## src/rtl/ycs_pkg.sv

```systemverilog
// Shared widths, codes, item type and the tau classifier for the Svensson curve evaluator.
// No dependencies; every other file in rtl/ refers to this package by scoped names.
package ycs_pkg;

   localparam int WORD_BITS    = 32;
   localparam int FRAC_BITS    = 24;
   localparam int INT_FRAC     = 31;                 // internal Q1.31 loadings
   localparam int Q_BITS       = INT_FRAC + 1;       // holds 0 .. 1.0 inclusive
   localparam int X_CAP_SHIFT  = 5;                  // ratio cap is 2^5 = 32
   localparam int XQ_BITS      = FRAC_BITS + X_CAP_SHIFT;
   localparam int N_BITS       = X_CAP_SHIFT;
   localparam int SERIES_TERMS = 17;
   localparam int POW_STAGES   = (1 << X_CAP_SHIFT) - 1;
   localparam int ACC_BITS     = Q_BITS + 2;
   localparam int RECIP_BITS   = Q_BITS + 1;
   localparam int CSR_IDX_BITS = 3;
   localparam int QUEUE_DEPTH  = 2;                  // power of two
   localparam int QPTR_BITS    = 1;
   localparam int QCNT_BITS    = QPTR_BITS + 1;

   localparam logic [Q_BITS-1:0]   ONE_Q = {1'b1, {INT_FRAC{1'b0}}};
   // exp(-1) from the truncated 17-term series in Q31
   localparam logic [INT_FRAC-1:0] E1_Q  = INT_FRAC'(790015085);
   localparam logic [WORD_BITS-1:0] DECAY_RESET =
      {{(WORD_BITS-FRAC_BITS-1){1'b0}}, 1'b1, {FRAC_BITS{1'b0}}};

   typedef enum logic [CSR_IDX_BITS-1:0] {
      CSR_LEVEL  = 3'd0,
      CSR_SLOPE  = 3'd1,
      CSR_HUMP   = 3'd2,
      CSR_HUMP2  = 3'd3,
      CSR_DECAY1 = 3'd4,
      CSR_DECAY2 = 3'd5
   } csr_idx_type;

   typedef enum logic [1:0] {
      KIND_NORMAL,     // t < 32*tau, full exp and divide
      KIND_CAP,        // t >= 32*tau, exp taken as 0
      KIND_ZERO_TAU,   // tau is zero, both loadings 0
      KIND_UNIT        // ratio truncates to 0, both loadings 1.0
   } kind_type;

   typedef struct packed {
      logic [WORD_BITS-1:0] maturity;
      kind_type             kind_one;
      kind_type             kind_two;
   } item_type;

   function automatic kind_type classify(input logic [WORD_BITS-1:0] t,
                                         input logic [WORD_BITS-1:0] tau);
      kind_type k;
      if (tau == '0) begin
         k = KIND_ZERO_TAU;
      end else if ({{X_CAP_SHIFT{1'b0}}, t} >= {tau, {X_CAP_SHIFT{1'b0}}}) begin
         k = KIND_CAP;
      end else begin
         k = KIND_NORMAL;
      end
      return k;
   endfunction

endpackage

```

## src/rtl/ycs_front.sv

```systemverilog
// Front end: takes a maturity beat on start/busy and classifies it against both taus.
// Depends on ycs_pkg; feeds ycs_queue.
module ycs_front (
   input  logic                           clock,
   input  logic                           reset,
   input  logic                           start,
   input  logic [ycs_pkg::WORD_BITS-1:0]  req_maturity,
   input  logic [ycs_pkg::WORD_BITS-1:0]  decay_one,
   input  logic [ycs_pkg::WORD_BITS-1:0]  decay_two,
   input  logic                           push_ready,
   output logic                           busy,
   output logic                           push_valid,
   output ycs_pkg::item_type              push_item
);

   logic              front_valid_ff, front_valid_in;
   ycs_pkg::item_type front_item_ff, front_item_in;
   logic              accept;

   assign busy   = front_valid_ff && !push_ready;
   assign accept = start && !busy;

   always_comb begin
      front_valid_in = front_valid_ff && !push_ready;
      front_item_in  = front_item_ff;
      if (accept) begin
         front_valid_in         = 1'b1;
         front_item_in.maturity = req_maturity;
         front_item_in.kind_one = ycs_pkg::classify(req_maturity, decay_one);
         front_item_in.kind_two = ycs_pkg::classify(req_maturity, decay_two);
      end
   end

   always_ff @(posedge clock) begin
      if (reset) begin
         front_valid_ff <= 1'b0;
      end else begin
         front_valid_ff <= front_valid_in;
      end
   end

   always_ff @(posedge clock) begin
      front_item_ff <= front_item_in;
   end

   assign push_valid = front_valid_ff;
   assign push_item  = front_item_ff;

endmodule

```

## config.mk

```make
export PLATFORM = sky130hd
export DESIGN_NAME = ycs_front
export DESIGN_NICKNAME = d
export VERILOG_FILES = /design/src/rtl/ycs_pkg.sv /design/src/rtl/ycs_front.sv
export SDC_FILE = /design/constraint.sdc
export NUM_CORES = 1
export LEC_CHECK = 0
export ABC_AREA = 0
export ABC_CLOCK_PERIOD_IN_PS = 4700
export BUFFER_PORTS_ARGS = -buffer_cell sky130_fd_sc_hd__buf_2
export CAP_MARGIN = 20
export CORE_UTILIZATION = 35
export DETAILED_ROUTE_END_ITERATION = 10
export HOLD_SLACK_MARGIN = 0.08
export PLACE_DENSITY = 0.69
export SLEW_MARGIN = 20
export SYNTH_ARGS = -nofsm -noshare
export SYNTH_HDL_FRONTEND = slang
export SYNTH_SLANG_ARGS = --single-unit
```

## constraint.sdc

```tcl
create_clock -name clock -period 4.7 [get_ports clock]
set_input_delay 1.41 -clock clock [delete_from_list [all_inputs] [get_ports clock]]
set_output_delay 1.41 -clock clock [all_outputs]
set_load 0.05 [all_outputs]
```

==> After elaboration in Yosys (flattened, before gate mapping) <==
Cells that the tools add are included.
{ "word_totals": {"wordCells": 15, "out_inout_bits": 38, "register_bits": 37, "inputBits": 100} }
{ "op_classes": {"order_cmp": 2, "mux": 3, "reduce_logical": 6} }
{ "op_table": {"columns": ["operator", "n"], "rows": [
  [">= comparator 32 x 37 -> 1 bit", 2],
  ["zero test 32 bit", 2],
  ["two-way mux 1 bit", 3],
  ["logical AND 1 bit", 2],
  ["zero test 1 bit", 2]
]} }

==> Depth between registers and ports, before layout <==
Gate-level depths: netlist of the first run.
{ "logic_depth": {"word_depth": 5, "mapped_depth": 7} }

==> Least setup slack after synthesis of the first run <==
No wires, ideal clock.
{ "synth_timing": {"path_kind": "input port to flip-flop", "startpoint": "input push_ready", "endpoint": "register front_item_ff, in the netlist push_item[0] (enable)", "cell_stages": 2, "arrival_time_ns": 3.305, "required_ns": 4.267, "path_slack_ns": 0.962, "cell_sequence": "nor2b_1 nor2b_1"} }
{ "synth_via": {"elab_chain_cells": 4} }
{ "synth_lines": {"columns": ["item", "line_no", "text"], "rows": [
  ["start, declared", "ycs_front.sv:10", "input logic push_ready,"],
  ["zero test 1 bit", "ycs_front.sv:20", "assign busy = front_valid_ff && !push_ready;"],
  ["logical AND 1 bit", "ycs_front.sv:20", null],
  ["zero test 1 bit", "ycs_front.sv:21", "assign accept = start && !busy;"],
  ["logical AND 1 bit", "ycs_front.sv:21", null],
  ["via accept", "ycs_front.sv:18", "logic accept;"],
  ["end signal, assigned", "ycs_front.sv:43", "front_item_ff <= front_item_in;"],
  ["end, declared", "ycs_front.sv:17", "ycs_pkg::item_type front_item_ff, front_item_in;"]
]} }
The timed path passes the listed nets, and every way through them passes these cells.
A chain may end at the register's enable or synchronous reset.

==> Final worst setup path of the first run <==
{ "layout_timing": {"startpoint": "input push_ready", "endpoint": "output busy"} }
{ "layout_via": {"elab_chain_cells": 2} }
{ "layout_lines": {"columns": ["item", "line_no", "text"], "rows": [
  ["zero test 1 bit", "ycs_front.sv:20", null],
  ["logical AND 1 bit", "ycs_front.sv:20", null],
  ["end, declared", "ycs_front.sv:11", "output logic busy,"]
]} }
Every way passes these cells.

==> results.md, run 1 <==
- Status: finished clean
- TritonCTS Buffers: 5
- Core Box Area: ~7300 um^2
- Slew @ Worst Pin: roughly 1.1 ns
- FF+latch count, synth: 37
- Fmax achieved: 285 MHz
- Die area: 7960 um^2
- CTS tree: yes
- Period utilisation layout: between 70% and 80%
- Die X: a little under 90 um
- Final instance area: 3550 um^2
- Unrepaired setup endpoints after global routing: no
- Hpwl dp: 5.98 mm
- Crit end category: output port
- Distinct cells, synth: 31
- Number of global-route vias before repair: 2,317
- Drt drc: 0
- Layout area overhead: 33.6%
- Avg Inst Size Synth: roughly 10 um^2
- Starting Density: between 30% and 40%
- Fin nets: 558
- Avg WL per Cell: 13.7 um
- Root buffer cell: clkbuf_8
- Largest net degree at the start of global routing: 37
- Clock-pin transition on the worst setup and hold timing paths: 0.07 ns
- Post-Syn Area: about 2700 um^2
- Total grt overflow: 0
- Most used cell, CP: buf_2
- Final setup TNS: 0 ns
- Arrival time at the worst endpoint: between 2 and 2.5 ns
- Skew final: 0.00622 ns
- Final hold vios: 0
- Die Height: ~90 um
- Io pins: about 140
- Endpoints failing setup: 0
- Mapped Nets: ~410
- CP cell instances: buf_2 -> nor2b_1 -> buf_2
- P_leak: roughly 1.8 nW
- H-tree Lvls: 2
- Final Max Slew Viols: 0
- Crit-path max cell delay: around 0.33 ns
- Slowest-stage cell, CP: buf_2
- Drt pass-1 iters: 4
- Crit Path Class: input pin to output port
- Total power: 859 uW
- Cell count after placement: 496
- Routed Antenna Nets: 0
- Clock Tree Buf Depth: 2
- Min Clock Period, post-route: about 3.5 ns
- Startpoint types: input pin
- # rows: 31
- Final GP Congestion: just over 0.8
- Via count: approximately 2,400
- Via density: between 4 and 5
- Total power per unit cell area: approximately 240 nW/um^2
- Register area share after synthesis: about two fifths
- Area leader, netlist: edfxtp_1
- Top cells by area, synth: edfxtp_1 41%, ha_1 25%, inv_1 7.8%, a21oi_1 3.2%, nor4_1 2.8%
- FILL cells: approximately 730
- Finished Layout Cells: ~500
- Share of cells above drive strength 1: 36.4%
- Max-capacitance violation count: 0
- Top-area cell type share of the netlist area: between 40 and 50%
- Dpl cell area: between 3000 and 4000 um^2
- Worst vdd ir: 0.000126 V
- Overall routing resource usage: 18.0%
- Clk Latency, worst-skew pair: approximately 0.29 ns
- ANT cells: 0
- Hold Crit Class: flip-flop to flip-flop
- Final Core Density: a little under 50%
- First-pass GRT wire length: around 11 mm
- Initial antenna violation count: 0
- Flop2flop setup slack: roughly 3 ns
- Synth warn: 0
- Slew HR: between 20% and 30%
- Worst Path Max Fanout: 3
- Mapped Cells: between 200 and 300
- Number of hold buffers added after CTS: 0
- IO buf count: roughly 140
- Clock Sink Count: 37
- Initial DRC count: 70
- PostCTS Resize Cnt: 0
- WL final: between 6 and 7 mm
- Post-CTS Setup Bufs: 0
- WP data required: between 3 and 4 ns
==> critical path: cells and delay by family <==
family                 cells  cell delay (ns)
and+or+nand+nor            1             0.26
buffers and inverters      2             0.42
==> per-layer routing <==
layer | global-route usage (%) | up-vias | share of wire, %
li1 | - | 1253 | -
met1 | 23.7 | 1088 | 45
met2 | 30.0 | 79 | 48
met3 | 3.88 | 4 | 6.3
met4 | 4.33 | 0 | 0.61
met5 | 0 | - | 0
==> per-stage QoR <==
step           setup slack [ns]  hold slack, ns
2_1_floorplan             0.962            1.07
3_3_place_gp               1.22           0.622
3_5_place_dp               1.19           0.649
4_1_cts                    1.19           0.660
5_1_grt                    1.14           0.694
6_report                   1.19           0.652
==> cells by family (layout without fill, tap and decap cells) <==
group | count (synthesis) | in the layout | share of synthesized area [%]
AOI/OAI and AO/OA | 45 | 45 | 11.1
adders and majority gates | 54 | 54 | 25.4
buffers and inverters | 55 | 199 | 7.76
DFF | 37 | 37 | 41.4
and+or+nand+nor | 69 | 69 | 14.4
==> cells in the final DEF, fill, tap and decap left out, types with 2 or more instances in the layout <==
master / count
nor4_1: 12
nand4_1: 4
ha_1: 54
inv_1: 55
or4b_1: 2
a21oi_1: 17
o21ai_0: 8
edfxtp_1: 36
nand2b_1: 2
nor3_1: 8
o211a_1: 2
nand3_1: 8
o211ai_1: 3
buf_2: 137
a31oi_1: 3
nor2_1: 9
a221oi_1: 2
nor2b_1: 2
and4_1: 4
nand2_1: 13
a211oi_1: 4
clkbuf_8: 5
==> sequential cells by signal, indices dropped and copies added, names as in the netlist <==
name	flops
push_item	36
push_valid	1
==> synthesized netlist by cell type (all sizes together) <==
| master | number |
|---|---|
| nor2b | 3 |
| a31oi | 3 |
| o211ai | 3 |
| o31a | 1 |
| o211a | 2 |
| ha | 54 |
| or3 | 1 |
| nor2 | 9 |
| nor4 | 13 |
| edfxtp | 36 |
| inv | 55 |
| or4b | 2 |
| dfxtp | 1 |
| a2111oi | 1 |
| and4 | 4 |
| a211oi | 5 |
| and3 | 1 |
| nand2 | 13 |
| o22ai | 1 |
| a211o | 1 |
| a221oi | 2 |
| nor3 | 8 |
| nand2b | 2 |
| nand3 | 8 |
| a21oi | 18 |
| o21ai | 8 |
| nand4 | 4 |
| or4 | 1 |
==> path summary, 6_finish.rpt <==
kind | start | depth (start not counted) | to
setup / recovery | push_ready | 3 | busy
hold / removal | push_valid | 3 | push_valid
setup reg to reg | push_valid | 2 | push_item[7]
hold reg to reg | push_valid | 3 | push_valid
==> where the power goes <==
group	total (mW)	internal, mW	switching (mW)
logic	0.255	0.0913	0.164
clock network	0.216	0.100	0.116
registers	0.388	0.384	0.00382
==> cell type report <==
cell class	count	area (um^2)	share of cell area, %
multi-input combinational	168	1360	38.3
clock inverter	1	3.75	0.106
sequential	37	1100	31.0
timing repair buffer	137	686	19.3
clock buffer	6	72.6	2.04
tap	99	124	3.48
inverter	55	206	5.81
(Power assumes the default switching activity.)
==> inputs of run 2 (changes only) <==
--- a/config.mk
+++ b/config.mk
@@ -6,7 +6,7 @@
 export NUM_CORES = 1
 export LEC_CHECK = 0
 export ABC_AREA = 0
-export ABC_CLOCK_PERIOD_IN_PS = 4700
+export ABC_CLOCK_PERIOD_IN_PS = 3700
 export BUFFER_PORTS_ARGS = -buffer_cell sky130_fd_sc_hd__buf_2
 export CAP_MARGIN = 20
 export CORE_UTILIZATION = 35
==> constraint.sdc (replaced) <==
create_clock -name clock -period 3.7 [get_ports clock]
set_input_delay 1.11 -clock clock [delete_from_list [all_inputs] [get_ports clock]]
set_output_delay 1.11 -clock clock [all_outputs]
set_load 0.05 [all_outputs]
==> run 2 against run 1 <==
Compared with the run above: combinational power rose by 28%; via count rose by 1.1%; critical path depth unchanged; design area grew 0.35%; global-route usage increased by 0.17 points; hold slack better by 0.011 ns; register-to-register slack got worse by 0.67 ns; clock power is 30% higher; die area is the same; sequential cell count did not move; clock skew is 0.00076 ns lower; sequential power grew 27%; critical endpoint unchanged; largest cell class unchanged.
==> results.md, run 2 (same netlist as run 1, synthesis figures left out) <==
- Via count: roughly 2,500
- Unrepaired setup endpoints after global routing: no
- Critical path launch point: push_ready
- Final WS setup: slightly above 0.8 ns
- Clk Latency, worst-skew pair: around 0.29 ns
- Post-CTS Setup Bufs: 0
- Most used cell, CP: buf_2
- Number of global-route vias before repair: 2,372
- Dpl cell area: approximately 3500 um^2
- Final instance area: roughly 3600 um^2
- Starting Density: a little over a third
- Total power per unit cell area: about 300 nW/um^2
- Final GP Congestion: 0.869
- Share of cells above drive strength 1: a little under two fifths
- Drt drc: 0
- Arrival time at the worst endpoint: 1.78 ns
- Initial antenna violation count: 0
- Period utilisation layout: around four fifths
- # rows: 31
- Final Max Slew Viols: 0
- Initial DRC count: 88
- Total grt overflow: 0
- Clock-pin transition on the worst setup and hold timing paths: 0.07 ns
- Worst Path Max Fanout: 3
- Avg WL per Cell: roughly 14 um
- Slew @ Worst Pin: a little under 0.5 ns
- Max-capacitance violation count: 0
- PostCTS Resize Cnt: 0
- P_leak: ~1.8 nW
- CTS tree: yes
- Pre-CTS WS: around 0.74 ns
- H-tree Lvls: 2
- Root buffer cell: clkbuf_8
- WP data required: 2.59 ns
- Fin nets: about 560
- Largest register FFs: 36
- Startpoint types: input pin
- Die Height: 89.2 um
- Fmax achieved: 346 MHz
- Hold Crit Class: flip-flop to flip-flop
- Hpwl dp: 6.06 mm
- Finished Layout Cells: 505
- Layout area overhead: 34.0%
- Status: finished clean
- Skew final: 0.00546 ns
- Largest net degree at the start of global routing: 37
- CP cell instances: buf_2 -> nor2b_1 -> buf_2
- Die X: 89.2 um
- Most common cell after layout, fill and taps aside: buf_2
- Number of hold buffers added after CTS: 0
- Crit-path max cell delay: roughly 0.33 ns
- Via density: between 4 and 5
- Hold path startpoint: push_valid
- Min Clock Period, post-route: about 2.9 ns
- Clock Sink Count: 37
- Commonest cells after routing, fill and taps aside: 137 x buf_2, 55 x inv_1, 54 x ha_1, 36 x edfxtp_1, 17 x a21oi_1
- Slew HR: 66.7%
- Routed Antenna Nets: 0
- First-pass GRT wire length: between 10 and 15 mm
- Reg2reg start: push_valid
- Crit Path Class: input pin to output port
- Slowest-stage cell, CP: buf_2
- ANT cells: 0
- Hold WS: around 0.66 ns
- Final Core Density: approximately half
- Endpoints failing setup: 0
- Worst vdd ir: between 0.00015 and 0.0002 V
- Final hold vios: 0
- Io pins: about 140
- Total power: 1.10 mW
- Drt pass-1 iters: 4
- Overall routing resource usage: between 10% and 20%
- WL final: 7.04 mm
- Clock Tree Buf Depth: 2
- Cell count after placement: 497
- TritonCTS Buffers: 5
- Core Box Area: roughly 7300 um^2
- Crit end category: output port
- IO buf count: roughly 140
- Final setup TNS: 0 ns
- Die area: slightly below 8000 um^2
run 2: per-layer routing:
metal	wire length [um]	track usage, %	up-vias
met5	0	0	-
met4	134	5.34	0
met3	484	3.23	13
met2	3400	31.4	91
met1	3020	23.1	1104
li1	-	-	1243
run 2: worst paths after layout:
kind | to | slack (ns) | cells after the start
min | push_valid | 0.66 | 3
min reg2reg | push_valid | 0.66 | 3
max reg2reg | push_item[34] | 2.32 | 3
max | busy | 0.81 | 3
run 2: where the power goes:
group / internal (mW) / leakage (nW) / total [mW] / switching, mW
Combinational: 0.117 / 1.43 / 0.327 / 0.211
Clock: 0.132 / 0.0422 / 0.281 / 0.148
Sequential: 0.487 / 0.358 / 0.492 / 0.00480
Total: 0.737 / 1.83 / 1.10 / 0.364
run 2: cell type report:
class,instances,area [um^2]
clock buffer,7,76.3
clock inverter,1,5.00
fill,725,3720
inverter,55,206
multi-input combinational,168,1360
sequential,37,1100
tap,99,124
timing repair buffer,138,693
run 2: worst max-delay path, delay by kind of cell:
kind / cells / cell delay, ns
AND/OR/NAND/NOR: 1 / 0.25
buffers and inverters: 2 / 0.43
==> inputs of run 3 (changes only) <==
--- a/config.mk
+++ b/config.mk
@@ -6,7 +6,7 @@
 export NUM_CORES = 1
 export LEC_CHECK = 0
 export ABC_AREA = 0
-export ABC_CLOCK_PERIOD_IN_PS = 3700
+export ABC_CLOCK_PERIOD_IN_PS = 2700
 export BUFFER_PORTS_ARGS = -buffer_cell sky130_fd_sc_hd__buf_2
 export CAP_MARGIN = 20
 export CORE_UTILIZATION = 35
==> constraint.sdc (replaced) <==
create_clock -name clock -period 2.7 [get_ports clock]
set_input_delay 0.81 -clock clock [delete_from_list [all_inputs] [get_ports clock]]
set_output_delay 0.81 -clock clock [all_outputs]
set_load 0.05 [all_outputs]
==> run 3 against run 2 <==
Compared with the run above: utilization grew 0.39 points; hold slack got worse by 0.016 ns; via count is 0.65% higher; sequential share of layout area fell by 0.25 points; first-iteration DRC count is 17% lower; combinational power grew 39%; largest power group unchanged; highest routed layer unchanged; clock-buffer cell count down 2; design area increased by 0.81%; largest cell class unchanged; total power is 46% higher; final cell count unchanged; setup slack worse by 0.51 ns.
==> results.md, run 3 (same netlist as run 1, synthesis figures left out) <==
- Status: finished clean
- Post-CTS Setup Bufs: 0
- Die X: slightly below 90 um
- Slew HR: between 60 and 70%
- Crit Path Class: input pin to flip-flop
- Fmax achieved: approximately 420 MHz
- Largest net degree at the start of global routing: 37
- Clk Latency, worst-skew pair: roughly 0.30 ns
- Min Clock Period, post-route: ~2.4 ns
- Root buffer cell: clkbuf_8
- H-tree Lvls: 2
- Skew final: 0.0105 ns
- Unrepaired setup endpoints after global routing: no
- Crit end category: flip-flop
- Drt drc: 0
- Clock-pin transition on the worst setup and hold timing paths: around 0.080 ns
- Routed Antenna Nets: 0
- CTS tree: yes
- Endpoints failing setup: 0
- First-pass GRT wire length: approximately 11 mm
- Total power per unit cell area: 448 nW/um^2
- Number of global-route vias before repair: 2,331
- Most used cell, CP: o21ai_0
- # rows: 31
- Arrival time at the worst endpoint: roughly 2.5 ns
- ANT cells: 0
- Hold WS: around 0.65 ns
- IO buf count: ~140
- Clock Tree Buf Depth: 2
- Final setup TNS: 0 ns
- Slew @ Worst Pin: around 0.53 ns
- Hpwl dp: around 6.2 mm
- Number of hold buffers added after CTS: 0
- Starting Density: between 30% and 40%
- Startpoint types: input pin
- Initial antenna violation count: 0
- Overall routing resource usage: 18.6%
- P_leak: 1.84 nW
- WP data required: between 2 and 3 ns
- Fin nets: between 500 and 600
- Via count: around 2,500
- Total power: approximately 1.6 mW
- Final hold vios: 0
- Final instance area: roughly 3600 um^2
- Final GP Congestion: 0.934
- Final Core Density: between 40% and 50%
- Core Box Area: around 7300 um^2
- WP buf/inv: 1
- Initial DRC count: 73
- Avg WL per Cell: between 10 and 15 um
- Crit-path max cell delay: about 0.36 ns
- Worst vdd ir: 0.000187 V
- Largest register FFs: 36
- Period utilisation layout: between 80% and 90%
- Slowest-stage cell, CP: a2111oi_0
- Max-capacitance violation count: 0
- Hold Crit Class: flip-flop to flip-flop
- Clock Sink Count: 37
- Share of cells above drive strength 1: a little under two fifths
- Io pins: about 140
- Layout area overhead: 35.1%
- Final Max Slew Viols: 0
- PostCTS Resize Cnt: 0
- WL final: ~7.3 mm
- TritonCTS Buffers: 5
- CP cell instances: buf_2 -> ha_1 -> a21oi_1 -> o21ai_0 -> a2111oi_0 -> o21ai_0 -> o31a_1
- Critical path's top delay family: compound AO/OA/AOI/OAI gates
- Die Height: 89.2 um
- Drt pass-1 iters: 4
- Worst Path Max Fanout: 3
- Commonest cells after routing, fill and taps aside: 137 x buf_2, 55 x inv_1, 54 x ha_1, 36 x edfxtp_1, 17 x a21oi_1
- Total grt overflow: 0
- Die area: roughly 8000 um^2
- Most common cell after layout, fill and taps aside: buf_2
- Dpl cell area: about 3500 um^2
- Via density: ~5
## run 3: cell count changes in the layout (fill, tap and decap cells not counted)
cell	previous run	this run
clkinvlp_4	0	1
clkbuf_1	2	0
clkinv_1	0	1
bufinv_16	0	1
clkinv_2	1	0
## run 3: cell type report
type	instances	area [um^2]
sequential	37	1100
timing repair buffer	138	693
clock inverter	3	41.3
clock buffer	5	68.8
fill	742	3700
multi-input combinational	168	1360
tap	99	124
inverter	55	206
## run 3: final timing paths
path | start | slack, ns | to | depth (start not counted)
setup / recovery | req_maturity[24] | 0.30 | push_item[0] | 7
hold / removal | push_valid | 0.65 | push_valid | 3
setup reg to reg | push_valid | 1.32 | push_item[17] | 3
hold reg to reg | push_valid | 0.65 | push_valid | 3
## run 3: routing by layer
layer  wire length, um  part of all wire [%]  vias up  GRT usage [%]
met5                 0                     0        -              0
met4                68                  0.94        0           5.63
met3               444                   6.1        7           3.88
met2              3440                    47       89           30.5
met1              3310                    46     1122           24.6
li1                  -                     -     1249              -
## run 3: per-stage QoR
step | instances | setup slack [ns]
2_1_floorplan | 260 | 0.219
3_3_place_gp | 497 | 0.0220
3_5_place_dp | 497 | -0.0264
4_1_cts | 505 | 0.298
5_1_grt | 505 | 0.220
6_report | 505 | 0.299
## run 3: tightest hold or removal path: stages, from the launching register on
cell and delay, ns:
dfxtp_1 0.31, nor2b_1 0.16, nor2_1 0.09, nor2_1 0.04
## run 3: power breakdown
| group | switching, mW | internal [mW] | total, mW | leakage (nW) |
|---|---|---|---|---|
| Sequential | 0.00737 | 0.668 | 0.675 | 0.358 |
| Combinational | 0.293 | 0.161 | 0.454 | 1.43 |
| Clock | 0.210 | 0.272 | 0.482 | 0.0518 |
| Total | 0.510 | 1.10 | 1.61 | 1.84 |
