### config.mk
export PLATFORM = sky130hd
export DESIGN_NAME = ycs_queue
export DESIGN_NICKNAME = d
export VERILOG_FILES = /design/src/rtl/ycs_pkg.sv /design/src/rtl/ycs_queue.sv
export SDC_FILE = /design/constraint.sdc
export NUM_CORES = 1
export LEC_CHECK = 0
export BUFFER_PORTS_ARGS = -buffer_cell sky130_fd_sc_hd__buf_2
export CORE_MARGIN = 2
export CORE_UTILIZATION = 56
export CTS_CLUSTER_DIAMETER = 200
export DETAILED_ROUTE_END_ITERATION = 7
export GPL_TIMING_DRIVEN = 0
export PLACE_DENSITY_LB_ADDON = 0.2
export SLEW_MARGIN = 20
export SYNTH_ARGS = -nofsm -noshare
export SYNTH_HDL_FRONTEND = slang
export SYNTH_SLANG_ARGS = --single-unit
### constraint.sdc
create_clock -name clock -period 5.5 [get_ports clock]
set_input_delay 0.825 -clock clock [delete_from_list [all_inputs] [get_ports clock]]
set_output_delay 0.825 -clock clock [all_outputs]
set_load 0.1 [all_outputs]
### src/rtl/ycs_pkg.sv
// Shared widths, codes, item type and the tau classifier for the Svensson curve evaluator.
// No dependencies; every other file in rtl/ refers to this package by scoped names.
package ycs_pkg;

   localparam int WORD_BITS    = 32;
   localparam int FRAC_BITS    = 24;
   localparam int INT_FRAC     = 31;                 // internal Q1.31 loadings
   localparam int Q_BITS       = INT_FRAC + 1;       // holds 0 .. 1.0 inclusive
   localparam int X_CAP_SHIFT  = 5;                  // ratio cap is 2^5 = 32
   localparam int XQ_BITS      = FRAC_BITS + X_CAP_SHIFT;
   localparam int N_BITS       = X_CAP_SHIFT;
   localparam int SERIES_TERMS = 17;
   localparam int POW_STAGES   = (1 << X_CAP_SHIFT) - 1;
   localparam int ACC_BITS     = Q_BITS + 2;
   localparam int RECIP_BITS   = Q_BITS + 1;
   localparam int CSR_IDX_BITS = 3;
   localparam int QUEUE_DEPTH  = 2;                  // power of two
   localparam int QPTR_BITS    = 1;
   localparam int QCNT_BITS    = QPTR_BITS + 1;

   localparam logic [Q_BITS-1:0]   ONE_Q = {1'b1, {INT_FRAC{1'b0}}};
   // exp(-1) from the truncated 17-term series in Q31
   localparam logic [INT_FRAC-1:0] E1_Q  = INT_FRAC'(790015085);
   localparam logic [WORD_BITS-1:0] DECAY_RESET =
      {{(WORD_BITS-FRAC_BITS-1){1'b0}}, 1'b1, {FRAC_BITS{1'b0}}};

   typedef enum logic [CSR_IDX_BITS-1:0] {
      CSR_LEVEL  = 3'd0,
      CSR_SLOPE  = 3'd1,
      CSR_HUMP   = 3'd2,
      CSR_HUMP2  = 3'd3,
      CSR_DECAY1 = 3'd4,
      CSR_DECAY2 = 3'd5
   } csr_idx_type;

   typedef enum logic [1:0] {
      KIND_NORMAL,     // t < 32*tau, full exp and divide
      KIND_CAP,        // t >= 32*tau, exp taken as 0
      KIND_ZERO_TAU,   // tau is zero, both loadings 0
      KIND_UNIT        // ratio truncates to 0, both loadings 1.0
   } kind_type;

   typedef struct packed {
      logic [WORD_BITS-1:0] maturity;
      kind_type             kind_one;
      kind_type             kind_two;
   } item_type;

   function automatic kind_type classify(input logic [WORD_BITS-1:0] t,
                                         input logic [WORD_BITS-1:0] tau);
      kind_type k;
      if (tau == '0) begin
         k = KIND_ZERO_TAU;
      end else if ({{X_CAP_SHIFT{1'b0}}, t} >= {tau, {X_CAP_SHIFT{1'b0}}}) begin
         k = KIND_CAP;
      end else begin
         k = KIND_NORMAL;
      end
      return k;
   endfunction

endpackage

### src/rtl/ycs_queue.sv
// Short queue between the classifier and the evaluation pipes; drains a beat every cycle.
// Depends on ycs_pkg.
module ycs_queue (
   input  logic              clock,
   input  logic              reset,
   input  logic              push_valid,
   input  ycs_pkg::item_type push_item,
   output logic              push_ready,
   output logic              pop_valid,
   output ycs_pkg::item_type pop_item
);

   ycs_pkg::item_type                  slot_ff [ycs_pkg::QUEUE_DEPTH];
   logic [ycs_pkg::QPTR_BITS-1:0]      wr_ptr_ff, wr_ptr_in;
   logic [ycs_pkg::QPTR_BITS-1:0]      rd_ptr_ff, rd_ptr_in;
   logic [ycs_pkg::QCNT_BITS-1:0]      count_ff, count_in;
   logic                               push, pop;

   assign push_ready = count_ff != ycs_pkg::QCNT_BITS'(ycs_pkg::QUEUE_DEPTH);
   assign pop_valid  = count_ff != '0;
   assign pop_item   = slot_ff[rd_ptr_ff];
   assign push       = push_valid && push_ready;
   assign pop        = pop_valid;

   always_comb begin
      wr_ptr_in = push ? wr_ptr_ff + 1'b1 : wr_ptr_ff;
      rd_ptr_in = pop  ? rd_ptr_ff + 1'b1 : rd_ptr_ff;
      count_in  = count_ff + ycs_pkg::QCNT_BITS'(push) - ycs_pkg::QCNT_BITS'(pop);
   end

   always_ff @(posedge clock) begin
      if (reset) begin
         wr_ptr_ff <= '0;
         rd_ptr_ff <= '0;
         count_ff  <= '0;
      end else begin
         wr_ptr_ff <= wr_ptr_in;
         rd_ptr_ff <= rd_ptr_in;
         count_ff  <= count_in;
      end
   end

   always_ff @(posedge clock) begin
      if (push) begin
         slot_ff[wr_ptr_ff] <= push_item;
      end
   end

   // the back end pops every cycle, so the queue never fills
   a_never_full: assert property (@(posedge clock) disable iff (reset)
      count_ff != ycs_pkg::QCNT_BITS'(ycs_pkg::QUEUE_DEPTH))
      else $error("ycs_queue: queue filled although drained each cycle");

endmodule

======== Yosys cells after proc, flatten, opt, wreduce, memory -nomap -nowiden ========
Memory sizes are Yosys's and may differ from the RTL's. A register that Yosys moved wholly into a read port is not among the register bits.
Index checks and enable logic that the tools add are counted.
cells by class
  $add $sub $neg .......................... 4
  equal/unequal tests ..................... 1
  muxes and demuxes ....................... 4
  reduce and logical (&&, ||, !) cells .... 2
operator list
  operator                                      number
  1-bit two-way mux                             4
  1-bit adder, second input constant            2
  2-bit by 1-bit adder with 2-bit output        1
  2-bit inequality test, second input constant  1
  2-bit nonzero test                            1
  2-bit by 1-bit subtractor with 2-bit output   1
  1-bit logical AND                             1
storage, ports and cells
  flip-flop bits (word level) ............. 4
  bits in writable memories ............... 72
  input bits .............................. 39
  logic and storage cells ................. 15
  memories kept ........................... 1
memories
  memory   words  width  rd ports  clocked after Yosys merged registers in  wr ports  line             RTL
  slot_ff  2      36     1         1                                        1         ycs_queue.sv:13  ycs_pkg::item_type slot_ff [ycs_pkg::QUEUE_DEPTH];

======== Logic depth before layout (Yosys ltp) ========
Gate-level depths: netlist of the first run.
  depth in word-level cells ............... 4
  gate-level depth with buffers ........... 3
  depth with buffers taken out ............ 3

======== Least setup slack after synthesis of the first run ========
Ideal clock, no wire load.
  kind .................................... reg-to-reg
  from .................................... register count_ff[0] (netlist bit)
  to ...................................... memory slot_ff[0][0] (netlist bit), enable pin
  arrival time ............................ 2.518 ns
  setup slack ............................. 2.553 ns
  stages on the path, launching flop included .. 4
  buffers on the path ..................... 0
  period minus slack after synthesis ...... 2.947 ns
  path through ............................ dfxtp_1 > nand2b_2 > nand2_1 > nor2_1
on the way
  cells in the longest elaborated chain, start to end .. 4
ends and longest elaborated chain
  item                                     line             RTL
  from (decl)                              ycs_queue.sv:16  logic [ycs_pkg::QCNT_BITS-1:0] count_ff, count_in;
  from (signal assigned)                   ycs_queue.sv:39  count_ff <= count_in;
  2-bit inequality test                    ycs_queue.sv:19  assign push_ready = count_ff != ycs_pkg::QCNT_BITS'(ycs_pkg::QUEUE_DEPTH);
  net push_ready                           ycs_queue.sv:8   output logic push_ready,
  1-bit logical AND                        ycs_queue.sv:22  assign push = push_valid && push_ready;
  1-bit two-way mux                        ycs_queue.sv:44  if (push) begin
  1-bit two-way mux (implied by the code)  ycs_queue.sv:45  slot_ff[wr_ptr_ff] <= push_item;
  to (decl)                                ycs_queue.sv:13
The timed path passes the listed nets, and every way through them passes these cells.

==> flow_metrics.tcl, run 1 <==
set metrics [dict create \
    status "complete, no violations" \
    root_buffer "clkbuf_8" \
    num-fill-cells 341 \
    grt_use_total 0.172 \
    hold_class "flop to flop" \
    start_util 0.579 \
    regArea_um2 2260 \
    slew_headroom 0.667 \
    syn_inst 132 \
    routed.top_layer "met4" \
    ctsResizeCount 0 \
    final_core_util 0.727 \
    cts_max_path_buffers 2 \
    dp_hpwl_um 3230 \
    fmax_mhz 412 \
    cts_tree "built" \
    area_delta_synth_final_pct 25.5 \
    stdcell_count 296 \
    die_w_um 76.4 \
    ir_worst_vdd_uv 268 \
    io_pins 77 \
    cts_hold_buf 0 \
    htree_levels 3 \
    fin_crit_ns 2.43 \
    nets 260 \
    syn_area_per_cell_um2 22.3 \
    crit_required_ns 4.68 \
    die-area_um2 5840 \
    io_buffers 76 \
    max_cap_viol_count 0 \
    slowest_delay_ns 0.32 \
    syn_nets 171 \
    wl_met2_um 2600 \
    grt_max_degree 24 \
    wl_per_cell_um 15.6 \
    numCtsBuffers 9 \
    wl_met3_um 284 \
    setup-tns-final_ns 0 \
    drive_above_1_share 0.602 \
    grt_pass1_wl_um 7440 \
    cts_num_sinks 77 \
    multi_input_area_um2 609 \
    viasPerCell 4.90 \
    crit_type "flop to primary output" \
    grt.overflow.total 0 \
    start_kind "flop" \
    grt_pass1_vias 1594 \
    slowest_stage "dfxtp_1" \
    dieHeight_um 76.4 \
    ant_nets 0 \
    ys_seq_elements 77 \
    powerDensity_nw_per_um2 403 \
    clkTransAtPathRegs_ns 0.07 \
    rsz0062_at_grt "no" \
    vias 1451 \
    dr.first_iter.drc_count 115 \
    fin_skew_ns 0.00719 \
    setup_violations 0 \
    rows 26 \
    endpoint_kind "primary output" \
    arrival_ns 1.60 \
    m1WireLength_um 1660 \
    yosysSeqAreaShare 0.770 \
    crit_buf_inv 3 \
    yosys_warnings 0 \
    totalWireLength_um 4610 \
    dr.pass1.iters 4 \
    path_delay_family "buffers and inverters" \
    n_antenna_cell 0 \
    synthesis.area_um2 2940 \
    slew_viol_final 0 \
    power.leakage_nw 1.46 \
    postCtsSetupBuffers 0 \
    dp.cells 280 \
    yosysUniqueCellTypes 15 \
    cp_max_fo 10 \
    crit_chain "buf_6 > buf_12 > mux2_4 > buf_2" \
    worstMarginPinSlew_ns 0.504 \
    antenna_found_initial 0 \
    drc 0 \
    gp_congestion 0.630 \
    hold_viol_final 0 \
    post-route-period-util 0.441 \
    clock_latency_ns 0.34 \
    core_um2 5070 \
    total_power_mw 1.49 \
]
## worst register-to-register path, stage by stage (launching register included)
cell and delay [ns]:
dfxtp_1 0.36, nand2b_2 0.16, nand2_1 0.12, nor2_4 0.41, buf_16 0.23
## metrics by stage
step                      area (um2)  setup WS (ns)  hold WS (ns)
after floorplan                 2940           2.55         0.420
after global placement          3410           1.91         0.428
after detailed placement        3470           3.44         0.460
after CTS                       3690           3.06         0.481
after global routing            3690           3.02         0.536
final                           3690           3.07         0.477
## area by class of cell
type	count	area share
buffer	4	0.0193
clock buffer	12	0.0394
clock inverter	4	0.0197
inverter	1	0.00102
multi-input combinational	50	0.165
sequential	77	0.614
tap	70	0.0238
timing repair buffer	78	0.118
## synthesized netlist by cell type
| master | instances | area, um2 |
|---|---|---|
| nor2_1 | 5 | 18.8 |
| edfxtp_1 | 72 | 2160 |
| a21oi_1 | 1 | 5.00 |
| or2_1 | 1 | 6.26 |
| xnor2_1 | 1 | 8.76 |
| nand2b_2 | 1 | 8.76 |
| mux2_4 | 31 | 465 |
| nand2_1 | 2 | 7.51 |
| buf_6 | 1 | 11.3 |
| buf_12 | 3 | 60.1 |
| mux2_2 | 6 | 67.6 |
| nor2b_1 | 1 | 6.26 |
| dfxtp_1 | 5 | 100 |
| inv_1 | 1 | 3.75 |
| and3_1 | 1 | 6.26 |
## sequential cells by signal (all words and copies together), names as in the netlist, named ones only
signal and count:
rd_ptr_ff 1, count_ff 2, wr_ptr_ff 1, slot_ff 72
## worst paths after layout
check | start | endpoint | slack (ns) | depth (start not counted)
hold reg to reg | count_ff[0]$_SDFF_PP0_ | count_ff[1]$_SDFF_PP0_ | 0.48 | 2
setup reg to reg | count_ff[0]$_SDFF_PP0_ | slot_ff[0][12]$_DFFE_PP_ | 3.91 | 4
setup / recovery | flop | pop_item[28] | 3.07 | 4
hold / removal | count_ff[0]$_SDFF_PP0_ | count_ff[1]$_SDFF_PP0_ | 0.48 | 2
## kinds of logic (layout without fill, tap and decap cells)
| kind of cell | after synthesis | in the layout | share of synthesized area |
|---|---|---|---|
| DFF | 77 | 77 | 0.770 |
| muxes | 37 | 37 | 0.181 |
| and+or+nand+nor | 11 | 11 | 0.0183 |
| buffers and inverters | 5 | 99 | 0.0256 |
| AOI/OAI and AO/OA | 1 | 1 | 0.00170 |
| xor gates and xnor gates | 1 | 1 | 0.00298 |
## power breakdown
group | internal (mW) | switching [mW] | leakage [nW] | total, mW
Sequential | 0.677 | 0.00932 | 0.717 | 0.687
Clock | 0.267 | 0.188 | 0.107 | 0.455
Combinational | 0.0842 | 0.260 | 0.639 | 0.344
## layer usage
metal,track usage,vias to the layer above
li1,-,689
met1,0.167,705
met2,0.318,49
met3,0.0687,8
met4,0.0764,0
met5,0,-
## cell usage in the layout (no fill, tap or decap)
| master | count |
|---|---|
| mux2_2 | 6 |
| dfxtp_1 | 5 |
| clkinvlp_4 | 1 |
| nor2b_1 | 1 |
| clkbuf_1 | 2 |
| buf_12 | 3 |
| bufinv_16 | 2 |
| clkinv_2 | 1 |
| and3_2 | 1 |
| buf_6 | 1 |
| nand2_1 | 2 |
| nor2_1 | 4 |
| buf_2 | 76 |
| clkbuf_8 | 10 |
| edfxtp_1 | 72 |
| xnor2_1 | 1 |
| nand2b_2 | 1 |
| buf_16 | 2 |
| nor2_4 | 1 |
| a21oi_1 | 1 |
| or2_1 | 1 |
| inv_1 | 1 |
| mux2_4 | 31 |
No activity file was read; power rests on OpenSTA's default activity.
==> inputs of run 2 (changes only) <==
CORE_UTILIZATION = 52   (was 56)
clock period = 2.4 ns   (was 5.5 ns; I/O delays follow)
==> flow_metrics.tcl, run 2 (same netlist as run 1, synthesis figures left out) <==
set metrics [dict create \
    status "complete, no violations" \
    powerDensity_nw_per_um2 860 \
    drc 0 \
    start_kind "flop" \
    root_buffer "clkbuf_8" \
    area_delta_synth_final_pct 23.2 \
    crit_chain "buf_6 > buf_12 > mux2_4 > buf_2" \
    endpoint_kind "primary output" \
    die_w_um 79.2 \
    grt.overflow.total 0 \
    ant_nets 0 \
    grt_pass1_wl_um 6980 \
    path_delay_family "buffers and inverters" \
    hold_viol_final 0 \
    final_core_util 0.661 \
    post_dp_cell_area_um2 3470 \
    slowest_stage "dfxtp_1" \
    dieHeight_um 79.2 \
    grt_use_total 0.159 \
    grt_max_degree 21 \
    nets 260 \
    pre_cts_slack_ns 0.747 \
    rr_worst_depth 4 \
    crit_type "flop to primary output" \
    fin_skew_ns 0.00623 \
    hold_class "input port to flop" \
    ir_worst_vdd_uv 518 \
    numCtsBuffers 9 \
    viasPerCell 4.86 \
    setup_violations 0 \
    finish.instance_area_um2 3620 \
    cts_hold_buf 0 \
    crit_buf_inv 3 \
    total_power_mw 3.11 \
    whs_path_depth 1 \
    rows 27 \
    final_cell_mix "76 x buf_2, 72 x edfxtp_1, 31 x mux2_4" \
    reg.largest.list "slot_ff: 72 flops, count_ff: 2 flops" \
    max_cap_viol_count 0 \
    arrival_ns 1.60 \
    reg2reg_from "count_ff[0]$_SDFF_PP0_" \
    reg2reg_slack_ns 0.75 \
    io_pins 77 \
    post-route-period-util 0.815 \
    drive_above_1_share 0.598 \
    multi_input_area_um2 609 \
    fin_ws_ns 0.444 \
    antenna_found_initial 0 \
    totalWireLength_um 4500 \
    dr.first_iter.drc_count 50 \
    fmax_mhz 511 \
    num-fill-cells 393 \
    hold_end "slot_ff[1][15]$_DFFE_PP_" \
    ctsResizeCount 0 \
    clkTransAtPathRegs_ns 0.07 \
    slowest_delay_ns 0.33 \
    start_util 0.537 \
    postCtsSetupBuffers 0 \
    htree_levels 3 \
    stdcell_count 296 \
    clock_latency_ns 0.34 \
    die-area_um2 6270 \
    dr.pass1.iters 4 \
    cts_num_sinks 77 \
    grt_pass1_vias 1543 \
    core_um2 5470 \
    fin_crit_ns 1.96 \
    n_antenna_cell 0 \
    cp_max_fo 10 \
    r2r-end "slot_ff[0][7]$_DFFE_PP_" \
    slew_viol_final 0 \
    dp.cells 282 \
    regMostFlops "slot_ff" \
    crit_required_ns 2.04 \
    cts_max_path_buffers 2 \
    worstMarginPinSlew_ns 0.565 \
    holdWs_ns 0.206 \
    rsz0062_at_grt "no" \
    slew_headroom 0.622 \
    dp_hpwl_um 3250 \
    largest_register_ffs 72 \
    setup-tns-final_ns 0 \
    wl_per_cell_um 15.2 \
    cts_tree "built" \
    vias 1440 \
    worstHoldStart "push_item[15]" \
    power.leakage_nw 1.43 \
    gp_congestion 0.610 \
    regArea_um2 2260 \
    mostFrequentLayoutCell "buf_2" \
    io_buffers 76 \
]
run 2: cell types whose count changed in the layout (fill, tap and decap cells not counted), sizes merged:
cell,delta
bufinv,-2
clkinv,+2
clkbuf,-1
clkinvlp,-1
run 2: where the power goes:
group	switching (mW)	total (mW)	internal (mW)
Sequential	0.0213	1.57	1.55
Clock	0.391	0.750	0.358
Combinational	0.595	0.788	0.193
Total	1.01	3.11	2.10
run 2: cell type report:
| type | count | area share |
|---|---|---|
| multi-input combinational | 50 | 0.168 |
| timing repair buffer | 78 | 0.120 |
| clock buffer | 11 | 0.0363 |
| sequential | 77 | 0.625 |
| clock inverter | 3 | 0.00415 |
| tap | 72 | 0.0249 |
| inverter | 1 | 0.00104 |
| buffer | 4 | 0.0197 |
run 2: how the worst max path moves through the flow:
stage                           start                       end  slack (ns)  cells after the start
6_report                         flop              pop_item[26]        0.44                      4
5_1_grt                          flop               pop_item[3]        0.38                      4
4_1_cts                          flop               pop_item[3]        0.42                      4
3_5_place_dp   count_ff[0]$_SDFF_PP0_   slot_ff[0][1]$_DFFE_PP_        0.75                      4
3_3_place_gp   count_ff[0]$_SDFF_PP0_  slot_ff[0][30]$_DFFE_PP_        0.12                      3
2_1_floorplan  count_ff[0]$_SDFF_PP0_   slot_ff[0][0]$_DFFE_PP_        0.03                      3
run 2: layer usage:
metal  vias to the layer above  routed length, um  GRT usage
met2                        53               2480      0.277
met1                       692               1600      0.162
met5                         -                  0          0
li1                        684                  -          -
met3                        11                287     0.0466
met4                         0                125      0.109
==> inputs of run 3 (changes only) <==
CORE_UTILIZATION = 47   (was 52)
clock period = 1.7 ns   (was 2.4 ns; I/O delays follow)
==> flow_metrics.tcl, run 3 (same netlist as run 1, synthesis figures left out) <==
set metrics [dict create \
    largest_register_ffs 72 \
    reg.largest.list "slot_ff: 72 flops, count_ff: 2 flops" \
    endpoint_kind "primary output" \
    max_cap_viol_count 0 \
    fmax_mhz 580 \
    drc 0 \
    crit_top_cell "buf_12" \
    die_w_um 83.1 \
    stdcell_count 301 \
    viasPerCell 4.88 \
    crit_required_ns 1.44 \
    regMostFlops "slot_ff" \
    rsz0062_at_grt "yes" \
    grt_pass1_vias 1622 \
    clkPwrFrac 0.252 \
    grt_use_total 0.149 \
    worstMarginPinSlew_ns 0.595 \
    reg2reg_from "wr_ptr_ff$_SDFFE_PP0P_" \
    grt_pass1_wl_um 7810 \
    intPower_mw 3.37 \
    post-route-period-util 1.01 \
    nets 260 \
    slew_viol_final 0 \
    violations "setup timing" \
    hold_class "input port to flop" \
    arrival_ns 1.47 \
    io_pins 77 \
    totalWireLength_um 4920 \
    mostFrequentLayoutCell "edfxtp_1" \
    start_kind "flop" \
    crit_chain "buf_8 > buf_12 > mux2_4 > buf_12" \
    rows 28 \
    htree_levels 3 \
    vias 1470 \
    postCtsSetupBuffers 0 \
    fin_crit_ns 1.72 \
    ir_worst_vdd_uv 732 \
    num-fill-cells 379 \
    area_delta_synth_final_pct 40.6 \
    dr.first_iter.drc_count 36 \
    power.leakage_nw 1.61 \
    cp_max_fo 10 \
    slowest_stage "dfxtp_2" \
    wl_per_cell_um 16.3 \
    rr_worst_depth 1 \
    cts_num_sinks 77 \
    powerDensity_nw_per_um2 1180 \
    holdWs_ns 0.106 \
    hold_viol_final 0 \
    drive_above_1_share 0.606 \
    setup_violations 30 \
    dr.pass1.iters 4 \
    crit_type "flop to primary output" \
    seq_power_share 0.459 \
    ant_nets 0 \
    switching_share 0.306 \
    clkTransAtPathRegs_ns 0.07 \
    io_buffers 76 \
    numCtsBuffers 9 \
    cts_tree "built" \
    crit_end "pop_item[3]" \
    r2r-end "slot_ff[1][0]$_DFFE_PP_" \
    reg2reg_slack_ns 0.20 \
    slew_headroom 0.602 \
    die-area_um2 6900 \
    start_util 0.490 \
    root_buffer "clkbuf_8" \
    cts_max_path_buffers 2 \
    dieHeight_um 83.1 \
    slowest_delay_ns 0.35 \
    dp.cells 283 \
    grt_max_degree 37 \
    clock_latency_ns 0.33 \
    antenna_found_initial 0 \
    fin_skew_ns 0.00969 \
    final_cell_mix "72 x edfxtp_1, 41 x buf_2, 33 x buf_12" \
    fin_ws_ns -0.0229 \
    gp_congestion 0.696 \
    comb_power_share 0.290 \
    grt.overflow.total 0 \
    n_antenna_cell 0 \
    p_sw_mw 1.49 \
    dp_hpwl_um 3070 \
    cts_hold_buf 0 \
    status "finished, violations left" \
    core_um2 5990 \
]
==> run 3: changes by cell type in the layout (fill, tap and decap cells not counted), moves of 2 or more <==
cell,delta
buf_2,-35
buf_12,+30
buf_6,+5
clkbuf_1,+2
dfxtp_2,+2
buf_16,-2
clkinv_2,-2
dfxtp_1,-2
==> run 3: power groups by stage <==
stage	registers, mW	logic, mW	clock network, mW
final	2.23	1.41	1.22
after floorplan	2.26	0.936	0
after global placement	2.26	1.09	0
after global routing	2.23	1.44	1.35
after detailed placement	2.27	1.10	0
after CTS	2.23	1.40	1.26
==> run 3: metal layers <==
metal,track usage,up-vias,part of all wire
met5,0,-,0
met4,0.0805,0,0.014
met3,0.0437,7,0.053
met2,0.269,47,0.57
met1,0.156,726,0.37
li1,-,690,-
==> run 3: worst max-delay path: cells and delay by family (launching register included) <==
kind	cells	cell delay (ns)
flip-flops	1	0.35
multiplexers	1	0.33
buffers and inverters	3	0.46
==> run 3: through the flow <==
step | setup TNS, ns | utilization | setup WS, ns | instance area [um2] | total power [mW]
after detailed placement | -2.57 | 0.573 | -0.0731 | 3430 | 3.37
after global placement | -0.0219 | 0.573 | -0.00207 | 3430 | 3.35
after CTS | -1.80 | 0.684 | -0.0486 | 4100 | 4.89
after global routing | -2.12 | 0.689 | -0.0855 | 4130 | 5.03
after floorplan | -0.462 | - | -0.0128 | 2960 | 3.19
final | -0.287 | 0.689 | -0.0229 | 4130 | 4.86
==> run 3: how the worst min path moves through the flow <==
stage                                 startpoint                       end  slack, ns  depth (start not counted)
after floorplan                            reset    count_ff[0]$_SDFF_PP0_       0.32                          1
after global placement    count_ff[0]$_SDFF_PP0_    count_ff[1]$_SDFF_PP0_       0.43                          2
after detailed placement           push_item[22]  slot_ff[0][22]$_DFFE_PP_       0.45                          1
after CTS                          push_item[22]  slot_ff[0][22]$_DFFE_PP_       0.09                          1
after global routing               push_item[30]  slot_ff[1][30]$_DFFE_PP_       0.09                          1
final                              push_item[22]  slot_ff[0][22]$_DFFE_PP_       0.11                          1
==> run 3: area by class of cell <==
class,instances,area (um2),share of cell area
tap,75,93.8,0.0227
inverter,1,3.75,0.000909
buffer,4,75.1,0.0182
timing repair buffer,77,873,0.211
clock buffer,15,178,0.0430
multi-input combinational,51,637,0.154
clock inverter,1,5.00,0.00121
sequential,77,2260,0.548
==> run 3: timing repair <==
item	4_1_cts	5_1_grt
gates resized for setup	128	8
gates cloned	2	0
pin swaps	1	0
setup endpoints to repair	72	53
